<file path="config.mk">
export PLATFORM = sky130hd
export DESIGN_NAME = gnsm_eval
export DESIGN_NICKNAME = d
export VERILOG_FILES = /design/src/hw/rtl/grid_nearest_star_match_top_macros.svh /design/src/hw/rtl/gnsm_pkg.sv /design/src/hw/rtl/gnsm_eval.sv
export SDC_FILE = /design/constraint.sdc
export NUM_CORES = 1
export LEC_CHECK = 0
export BUFFER_PORTS_ARGS = -buffer_cell sky130_fd_sc_hd__buf_2
export CORE_AREA = 2 2 191 381
export DETAILED_ROUTE_END_ITERATION = 7
export DIE_AREA = 0 0 193 383
export PLACE_DENSITY = 0.49
export SLEW_MARGIN = 25
export SYNTH_ARGS = -nofsm -noshare
export SYNTH_HDL_FRONTEND = slang
export SYNTH_SLANG_ARGS = --single-unit
</file>
<file path="constraint.sdc">
create_clock -name clk_i -period 13.6 [get_ports clk_i]
set_input_delay 0.68 -clock clk_i [delete_from_list [all_inputs] [get_ports clk_i]]
set_output_delay 0.68 -clock clk_i [all_outputs]
set_load 0.01 [all_outputs]
</file>
<file path="src/hw/rtl/grid_nearest_star_match_top_macros.svh">
// ----------------------------------------------------------------------------
// Grid nearest star match assertion macros
// Shared assertion wrappers clocked on clk_i and disabled during reset.
// ----------------------------------------------------------------------------
`ifndef GRID_NEAREST_STAR_MATCH_TOP_MACROS_SVH
`define GRID_NEAREST_STAR_MATCH_TOP_MACROS_SVH

// Checks a condition at every clock edge outside reset.
`define GNSM_ASSERT(lbl, prop, msg) \
  lbl: assert property (@(posedge clk_i) disable iff (!rst_ni) (prop)) else $error(msg);

// Checks that an antecedent is followed by a consequent in the next cycle.
`define GNSM_ASSERT_NEXT(lbl, ante, cons, msg) \
  lbl: assert property (@(posedge clk_i) disable iff (!rst_ni) (ante) |=> (cons)) else $error(msg);

`endif

</file>
<file path="src/hw/rtl/gnsm_pkg.sv">
// ----------------------------------------------------------------------------
// Grid nearest star match package
// Types, constants and codes shared by the cross-matcher modules.
// ----------------------------------------------------------------------------
`default_nettype none

package gnsm_pkg;

  localparam int unsigned GridColsDef = 1024;
  localparam int unsigned GridRowsDef = 1024;
  localparam int unsigned MaxTmplDef  = 4096;

  localparam int unsigned OwnerW  = 13;
  localparam int unsigned CellW   = 15;
  localparam int unsigned SharedB = 13;
  localparam int unsigned CentreB = 14;
  localparam int unsigned BndW    = 13;
  localparam int unsigned DistW   = 33;
  localparam int unsigned TmplW   = 46;
  localparam int unsigned CfgW    = 13;

  localparam logic [DistW-1:0] ScanLimit = 33'd2560000;
  localparam logic [DistW-1:0] MissLimit = 33'd2304000;
  localparam logic [DistW-1:0] NoLimit   = '1;

  localparam logic [8:0]  RadiusRst = 9'd48;
  localparam logic [12:0] TolRst    = 13'd128;

  typedef enum logic [1:0] {
    REQ_CLEAR  = 2'd0,
    REQ_INSERT = 2'd1,
    REQ_QUERY  = 2'd2
  } req_e;

  typedef enum logic [1:0] {
    ST_NONE = 2'd0,
    ST_POS  = 2'd1,
    ST_MAG  = 2'd2
  } status_e;

  typedef enum logic [0:0] {
    REG_MATCH_RADIUS = 1'b0,
    REG_MAG_TOL      = 1'b1
  } reg_idx_e;

  typedef struct packed {
    logic             init;
    logic [DistW-1:0] limit;
  } eval_ctrl_t;

  typedef struct packed {
    logic               busy;
    logic               found;
    logic [DistW-1:0]   best;
    logic signed [14:0] diff;
  } eval_res_t;

endpackage

`default_nettype wire

</file>
<file path="src/hw/rtl/gnsm_eval.sv">
// ----------------------------------------------------------------------------
// Grid nearest star match evaluator
// Three-stage distance pipeline that keeps the nearest template seen so far.
// ----------------------------------------------------------------------------
`default_nettype none

module gnsm_eval
  import gnsm_pkg::*;
(
  input  wire logic               clk_i,
  input  wire logic               rst_ni,
  input  wire eval_ctrl_t         ctrl_i,
  input  wire logic               vld_i,
  input  wire logic [TmplW-1:0]   tmpl_i,
  input  wire logic [15:0]        qx_i,
  input  wire logic [15:0]        qy_i,
  input  wire logic signed [13:0] qmag_i,
  output eval_res_t               res_o
);

  logic               s1_vld_q, s2_vld_q;
  logic [15:0]        dx_q, dy_q;
  logic signed [14:0] d1_q, d2_q;
  logic [31:0]        dx2_q, dy2_q;
  logic [DistW-1:0]   best_q;
  logic signed [14:0] bdiff_q;
  logic               found_q;
  logic [15:0]        tx, ty;
  logic signed [13:0] tm;
  logic [DistW-1:0]   dsum;

  assign tx   = tmpl_i[45:30];
  assign ty   = tmpl_i[29:14];
  assign tm   = $signed(tmpl_i[13:0]);
  assign dsum = {1'b0, dx2_q} + {1'b0, dy2_q};

  always_ff @(posedge clk_i or negedge rst_ni) begin
    if (!rst_ni) begin
      s1_vld_q <= 1'b0;
      s2_vld_q <= 1'b0;
      found_q  <= 1'b0;
    end else begin
      s1_vld_q <= vld_i;
      s2_vld_q <= s1_vld_q;
      if (ctrl_i.init) begin
        found_q <= 1'b0;
      end else if (s2_vld_q && (dsum < best_q)) begin
        found_q <= 1'b1;
      end
    end
  end

  always_ff @(posedge clk_i) begin
    dx_q  <= (tx > qx_i) ? (tx - qx_i) : (qx_i - tx);
    dy_q  <= (ty > qy_i) ? (ty - qy_i) : (qy_i - ty);
    d1_q  <= $signed({tm[13], tm}) - $signed({qmag_i[13], qmag_i});
    dx2_q <= 32'(dx_q) * 32'(dx_q);
    dy2_q <= 32'(dy_q) * 32'(dy_q);
    d2_q  <= d1_q;
    if (ctrl_i.init) begin
      best_q <= ctrl_i.limit;
    end else if (s2_vld_q && (dsum < best_q)) begin
      best_q  <= dsum;
      bdiff_q <= d2_q;
    end
  end

  assign res_o.busy  = s1_vld_q | s2_vld_q;
  assign res_o.found = found_q;
  assign res_o.best  = best_q;
  assign res_o.diff  = bdiff_q;

endmodule

`default_nettype wire

</file>
==> Yosys cells after proc, flatten, opt, wreduce, memory -nomap -nowiden <==
Index checks and enable logic that the tools add are counted.
{ "op_classes": {"addsub": 6, "mul": 2, "order_cmp": 3, "mux": 6, "n_bitwise": 2, "n_reduce_logical": 3} }
{ "op_table": {"columns": ["op", "n"], "rows": [
  ["$mux W33", 2],
  ["$mul A16 B16 Y32", 2],
  ["$sub A16 B16 Y16", 4],
  ["$add A32 B32 Y33", 1],
  ["$lt A33 B33 Y1", 1],
  ["$gt A16 B16 Y1", 2],
  ["$mux W16", 2],
  ["$sub A14 B14 Y15", 1],
  ["$mux W1", 2],
  ["$reduce_and A2 Y1", 1],
  ["$reduce_bool A2 Y1", 1],
  ["$logic_and A1 B1 Y1", 1],
  ["$not A1 Y1", 1],
  ["$or A1 B1 Y1", 1]
]} }
{ "word_totals": {"reg_bits": 177, "input_bits": 129, "output_inout_bits": 50, "elab_cells": 33} }

==> Logic depth before layout (Yosys ltp) <==
Gate-level depths: netlist (run 1).
{ "logic_depth": {"depth_word": 5, "ltp_mapped": 25, "depth_no_buf": 24} }

==> Worst setup path after synthesis (run 1) <==
No wires, ideal clock.
{ "synth_timing": {"path_type": "reg-to-reg", "start": "register dx_q[4]", "end": "register dx2_q[31]", "setup_ns": 0.072, "t_arrival_ns": 6.046, "required_time_ns": 13.528, "setup_slack_ns": 7.481, "path_stages_with_launch": 23, "n_path_buf": 2, "period_less_slack_ns": 6.119, "cell_sequence": "dfxtp_1 clkbuf_1 clkbuf_1 nand2_1 fa_1 fa_1 inv_1 fa_1 fa_1 fa_1 inv_1 fa_1 inv_1 ha_1 and4_1 or3_1 o221a_2 o41ai_2 nand3_1 a311o_1 a31o_1 a21oi_2 xnor2_1"} }
{ "synth_via": {"elab_chain_cells": 1} }
{ "synth_rtl": {"columns": ["element", "line", "text"], "rows": [
  ["start, declared", "gnsm_eval.sv:22", "logic [15:0] dx_q, dy_q;"],
  ["start signal, assigned", "gnsm_eval.sv:54", "dx_q <= (tx > qx_i) ? (tx - qx_i) : (qx_i - tx);"],
  ["$mul A16 B16 Y32", "gnsm_eval.sv:57", "dx2_q <= 32'(dx_q) * 32'(dx_q);"],
  ["end signal, assigned", "gnsm_eval.sv:57", null],
  ["end, declared", "gnsm_eval.sv:24", "logic [31:0] dx2_q, dy2_q;"]
]} }
Every way passes these cells.
A chain may end at the register's enable or synchronous reset.

==> Worst setup path after layout (run 1) <==
{ "layout_timing": {"start": "register dx_q[3]", "end": "register dx2_q[31]"} }
Same word-level chain as after synthesis.

==> results of run 1 <==
==> layout by cell type (no fill, tap or decap), types with 7 or more instances in the layout <==
cell type / netlist / routed
a21o_1: 91 / 91
a31o_2: 11 / 11
o21ai_0: 69 / 69
clkbuf_16: 0 / 19
or3_1: 8 / 8
edfxtp_1: 48 / 48
inv_1: 603 / 603
a21oi_1: 100 / 100
a31oi_1: 13 / 13
nor2b_1: 31 / 31
nand4_1: 21 / 21
a211oi_1: 14 / 14
mux2_2: 28 / 28
xor2_1: 45 / 45
dfxtp_1: 124 / 124
nand2_1: 232 / 232
mux2i_1: 15 / 15
ha_1: 336 / 336
o21ai_1: 7 / 7
nand3_1: 25 / 25
o21bai_1: 15 / 15
o21a_1: 12 / 12
and3_1: 16 / 16
nor3_1: 25 / 25
xnor2_1: 85 / 85
or2_2: 8 / 8
fa_1: 329 / 329
nand2b_1: 15 / 15
and2_1: 97 / 97
nor2_1: 100 / 100
buf_2: 11 / 178
o211ai_1: 9 / 9
==> sequential cells by signal, summed over array words and instances (netlist names) <==
register	cells
dy2_q	31
dy_q	16
s2_vld_q	1
dx2_q	31
d1_q	15
d2_q	15
found_q	1
best_q	33
s1_vld_q	1
bdiff_q	15
dx_q	16
==> worst paths after layout <==
check	end	cells past startpoint	slack, ps	from
max in group asynchronous	s2_vld_q	2	12940	rst_ni
min reg2reg	d2_q[6]	0	330	d1_q[6]
min in group asynchronous	s1_vld_q	2	550	rst_ni
max reg2reg	dx2_q[31]	21	6980	dx_q[3]
max	dx2_q[31]	21	6980	dx_q[3]
min	d2_q[6]	0	330	d1_q[6]
==> cells by family after synthesis <==
logic type | count (synthesis)
compound gates | 411
mux | 44
buf+inv | 676
xor+xnor | 130
flops | 175
simple gates | 598
fa+ha+maj | 665
==> metrics by stage <==
stage	cells	hold slack (ps)
finish	3757	327
CTS	3756	295
floorplan	2699	310
global placement	3723	310
global route	3756	314
detailed placement	3723	312
==> routing by layer <==
layer | vias up | wire length, um | global-route usage [%]
met1 | 8877 | 24700 | 20.8
met3 | 51 | 2280 | 2.48
met2 | 253 | 29900 | 29.5
met4 | 8 | 873 | 3.65
li1 | 8868 | - | -
met5 | - | 46 | 0
==> area by class of cell <==
class / count / area [um^2]
Clock inverter: 10 / 91.3
Multi-Input combinational cell: 1848 / 18100
Antenna cell: 1 / 2.50
Inverter: 603 / 2260
Tap cell: 916 / 1150
Timing Repair Buffer: 182 / 923
Fill cell: 7379 / 44300
Sequential cell: 175 / 4000
Clock buffer: 22 / 487
==> run summary, run 1 <==
outcome = finished, final reports clean
row cnt = 139
Main synth FF type = dfxtp_1
Die Y = 383 um
Final setup viols = 0
Buffers on Ports = 178
I/O pin count = 179
CP top delay family = adder cells
Syn Area/Cell = 9.13 um^2
final net count = 3,621
CORE AREA = 71,300 um^2
first-pass GRT wire length = 96,500 um
initial antenna violation count = 5
Synth area leaders = fa_1 (27%), ha_1 (17%), dfxtp_1 (10%)
Synth cell types = 73
CP required = 13,980 ps
largest net degree at the start of global routing = 33
worst skew pair latency = 450 ps
synth cell count leaders = inv_1 (603), ha_1 (336), fa_1 (329), nand2_1 (232), dfxtp_1 (124)
Slew @ Worst Pin = 812 ps
number of global-route vias before repair = 19,079
final setup margin = 6980 ps
total global routing track utilization = 16.5%
post-synthesis mux area share = 1.93%
Yosys warning count = 0
setup repair after global routing missed its margin = false
Die Area = 73,900 um^2
Residual DRC = 0
hold crit path type = flop to flop
async set or reset register ratio after synthesis = 1.71%
dpl ws = 7000 ps
slowest CP cell = o41ai_2
min Tclk post-route = 6620 ps
Area growth, synth to finish = 9.56%
post-route ant nets = 0
Adder-Cell Fraction of Synth Area = 43.8%
CTS tree = yes
Yosys top cell area share = 26.7%
Worst Path Max Fanout = 16
most frequent CP cell = fa_1
Post-Synth XOR/XNOR Area = 4.62%
Cells after Synth = 2,699
WL final = 57,800 um
worst path arrival time = 7010 ps
simple-gate share of the synthesized area = 11.7%
die span in x = 193 um
Clock Tree Buf Depth = 2
CTS Buf Count = 17
Tcrit/Tclk final = 48.7%
Final Hold Fails = 0
GRT overflow = 0
hold buffers post-CTS = 1
Cell Area, Synth = 24,600 um^2
total number of vias = 18,057
root buffer cell = clkbuf_16
Clock Sinks = 175
max incr delay on CP = 580 ps
crit end category = flop
critical-path cell list = nand2_1 > inv_1 > fa_1 > inv_1 > fa_1 > inv_1 > fa_1 > inv_1 > fa_1 > inv_1 > fa_1 > fa_1 > ha_1 > a21oi_1 > o21ai_0 > o41ai_2 > nand3_1 > a311o_1 > a31o_1 > a21oi_2 > xnor2_1
max_cap viols = 0
share of layout cells above drive strength 1 = 9.65%
Mapped Nets = 3,493
Final Instance Area = 27,000 um^2
CP Launch Type = flop
DRT Pass-1 Iters = 5
post-layout util = 37.9%
# H-tree levels = 4
worst rel slew slack = 45.8%
sequential element share of the synthesized area = 16.2%
DR iter-0 viols = 672
Max Fclk = 151 MHz
most frequent cell after synthesis = inv_1
setup total negative slack = 0 ps
CP Buf/Inv Count = 5
placed inst area = 26,400 um^2
hpwl dp = 49,000 um
post-synthesis compound-gate area fraction = 11.4%
Yosys reg bits = 175
DR WL/cell = 15.4 um
Post-synth EDFFs = 48
post-CTS sizing = 0
Final Skew = 8.93 ps
max-slew violation count = 0
GP Congestion = 0.829
initial core utilization = 34.6%
main combinational cell family by area after synthesis = adder cells
Synth area leader = fa_1
setup bufs post-CTS = 0
vias per inst = 4.81
clock-pin slew on the worst setup and hold paths = 70 ps
WS Path Type = flop to flop
Power of run 1 is left out: the tool's default activity adds up to more than one toggle a clock period on the data nets, which glitch-free logic cannot reach.
==> run 2: changes to the inputs <==
clock period = 6.2 ns   (was 13.6 ns; I/O delays follow)
==> run 2 against run 1 <==
Net effect:
- first-iteration DRC count is 1.9% lower
- worst hold slack worse by 240 ps
- clock-buffer cell count is 5 lower
- design area is 3.0% higher
- core utilization is 1.2 points higher
- global-route usage is 0.057 points higher
- clock skew is 5.0 ps higher
- maximum frequency is 10% higher
- register-to-register slack worse by 6800 ps
- wire length is 0.60% higher
- non-clock buffer count is 79 higher
- highest routed layer unchanged
==> run summary, run 2 (synthesized netlist as in run 1, its figures left out) <==
CP top delay family = adder cells
share of layout cells above drive strength 1 = 13.4%
setup repair after global routing missed its margin = true
number of global-route vias before repair = 19,542
root buffer cell = clkbuf_16
CTS Buf Count = 17
Residual DRC = 0
Slew @ Worst Pin = 689 ps
placed inst area = 27,000 um^2
max-slew violation count = 0
CTS tree = yes
worst path arrival time = 6430 ps
critical-path cell list = buf_6 > and2_1 > fa_1 > inv_1 > fa_1 > inv_1 > fa_1 > fa_1 > fa_1 > inv_1 > fa_1 > inv_1 > ha_1 > a21o_1 > nand2_1 > o31ai_4 > a221o_1 > a31oi_4 > o31ai_4 > or4_1 > nand3_1
post-route ant nets = 0
CP required = 6610 ps
CORE AREA = 71,300 um^2
Max Fclk = 166 MHz
outcome = finished, final reports clean
max FFs per register = 33
WS Path Type = flop to flop
Final Hold Fails = 0
highest-count cells in the layout ignoring fill and taps = inv_1 (603), ha_1 (331), fa_1 (328)
Clock Tree Buf Depth = 2
# H-tree levels = 4
Tcrit/Tclk final = 97.0%
min Tclk post-route = 6020 ps
clock-pin slew on the worst setup and hold paths = 80 ps
met3 Usage GRT = 2.87%
commonest non-fill, non-tap cell in the layout = inv_1
initial antenna violation count = 9
CP Launch Type = flop
WL final = 58,100 um
max_cap viols = 0
worst rel slew slack = 53.6%
total global routing track utilization = 16.6%
CP Buf/Inv Count = 5
Die Area = 73,900 um^2
max incr delay on CP = 530 ps
I/O pin count = 179
Largest regs = best_q (33), dx2_q (31), dy2_q (31)
GP Congestion = 0.832
Area growth, synth to finish = 12.9%
met1 usage = 20.7%
GRT overflow = 0
Worst Path Max Fanout = 16
Final Instance Area = 27,800 um^2
vias per inst = 4.78
most frequent CP cell = fa_1
met2 usage = 29.4%
hold crit path type = input port to flop
DR iter-0 viols = 659
Final setup viols = 0
Clock Sinks = 175
Final Skew = 13.9 ps
crit end category = flop
initial core utilization = 34.6%
final net count = 3,700
Die Y = 383 um
hpwl dp = 49,500 um
Biggest register = best_q
first-pass GRT wire length = 96,900 um
DR WL/cell = 15.1 um
grt peak-use layer = met2
largest net degree at the start of global routing = 34
die span in x = 193 um
slowest CP cell = fa_1
row cnt = 139
Fill cells = 7,452
worst skew pair latency = 470 ps
DRT Pass-1 Iters = 5
Buffers on Ports = 178
final hold slack = 89.3 ps
total number of vias = 18,327
## run 2: cell count changes in the layout (fill, tap and decap cells not counted), moves of 4 or more
| cell | delta |
|---|---|
| ha_1 | -5 |
| nand2_2 | +4 |
| dfxtp_1 | -13 |
| inv_8 | +4 |
| nand2_1 | -5 |
| buf_6 | +7 |
| dfxtp_2 | +13 |
| buf_4 | +69 |
## run 2: path summary, 6_finish.rpt
kind	start	to	slack, ps	depth (start not counted)
max	dy_q[9]	dy2_q[31]	180	21
min	qmag_i[0]	d1_q[0]	90	3
max reg2reg	dy_q[9]	dy2_q[31]	180	21
min reg2reg	d1_q[4]	d2_q[4]	330	0
max in group asynchronous	rst_ni	found_q	5910	2
min in group asynchronous	rst_ni	s1_vld_q	180	2
## run 2: area by class of cell
cell class	count	area, um^2	area share (%)
multi-input combinational	1848	18200	65.6
sequential	175	4020	14.4
inverter	603	2260	8.14
timing repair buffer	261	1570	5.64
tap	916	1150	4.12
clock buffer	17	425	1.53
clock inverter	15	149	0.535
antenna	3	7.51	0.0270
## run 2: metal layers
metal | share of wire [%] | wire length, um
met1 | 43 | 24900
met2 | 51 | 29800
met3 | 4.2 | 2450
met4 | 1.5 | 852
met5 | 0.13 | 77
## run 2: worst register-to-register path: cells and delay by family, from the launching register on
family / cells / cell delay (ps)
compound gates: 5 / 1070
fa+ha+maj: 7 / 3320
buf+inv: 5 / 360
flops: 1 / 330
simple gates: 4 / 890
## run 2: metrics by stage
stage | std cells | setup WS [ps] | utilization [%] | TNS (ps)
global route | 3836 | -44.1 | 39.0 | -46.6
CTS | 3831 | 15.5 | 38.7 | 0
global placement | 3796 | 56.2 | 37.8 | 0
floorplan | 2699 | 81.3 | - | 0
finish | 3838 | 185 | 39.0 | 0
detailed placement | 3796 | -1.05 | 37.8 | -1.05
## run 2: what timing repair did
item / in CTS / in global routing
hold buffers: 2 / 0
gates resized for setup: 6 / 49
gates cloned: 0 / 0
pin swaps: 6 / 17
endpoints found under the setup margin: 1 / 12
setup buffers: 1 / 4
hold endpoints to repair: 4 / 0
Power of run 2 is left out for the same reason.
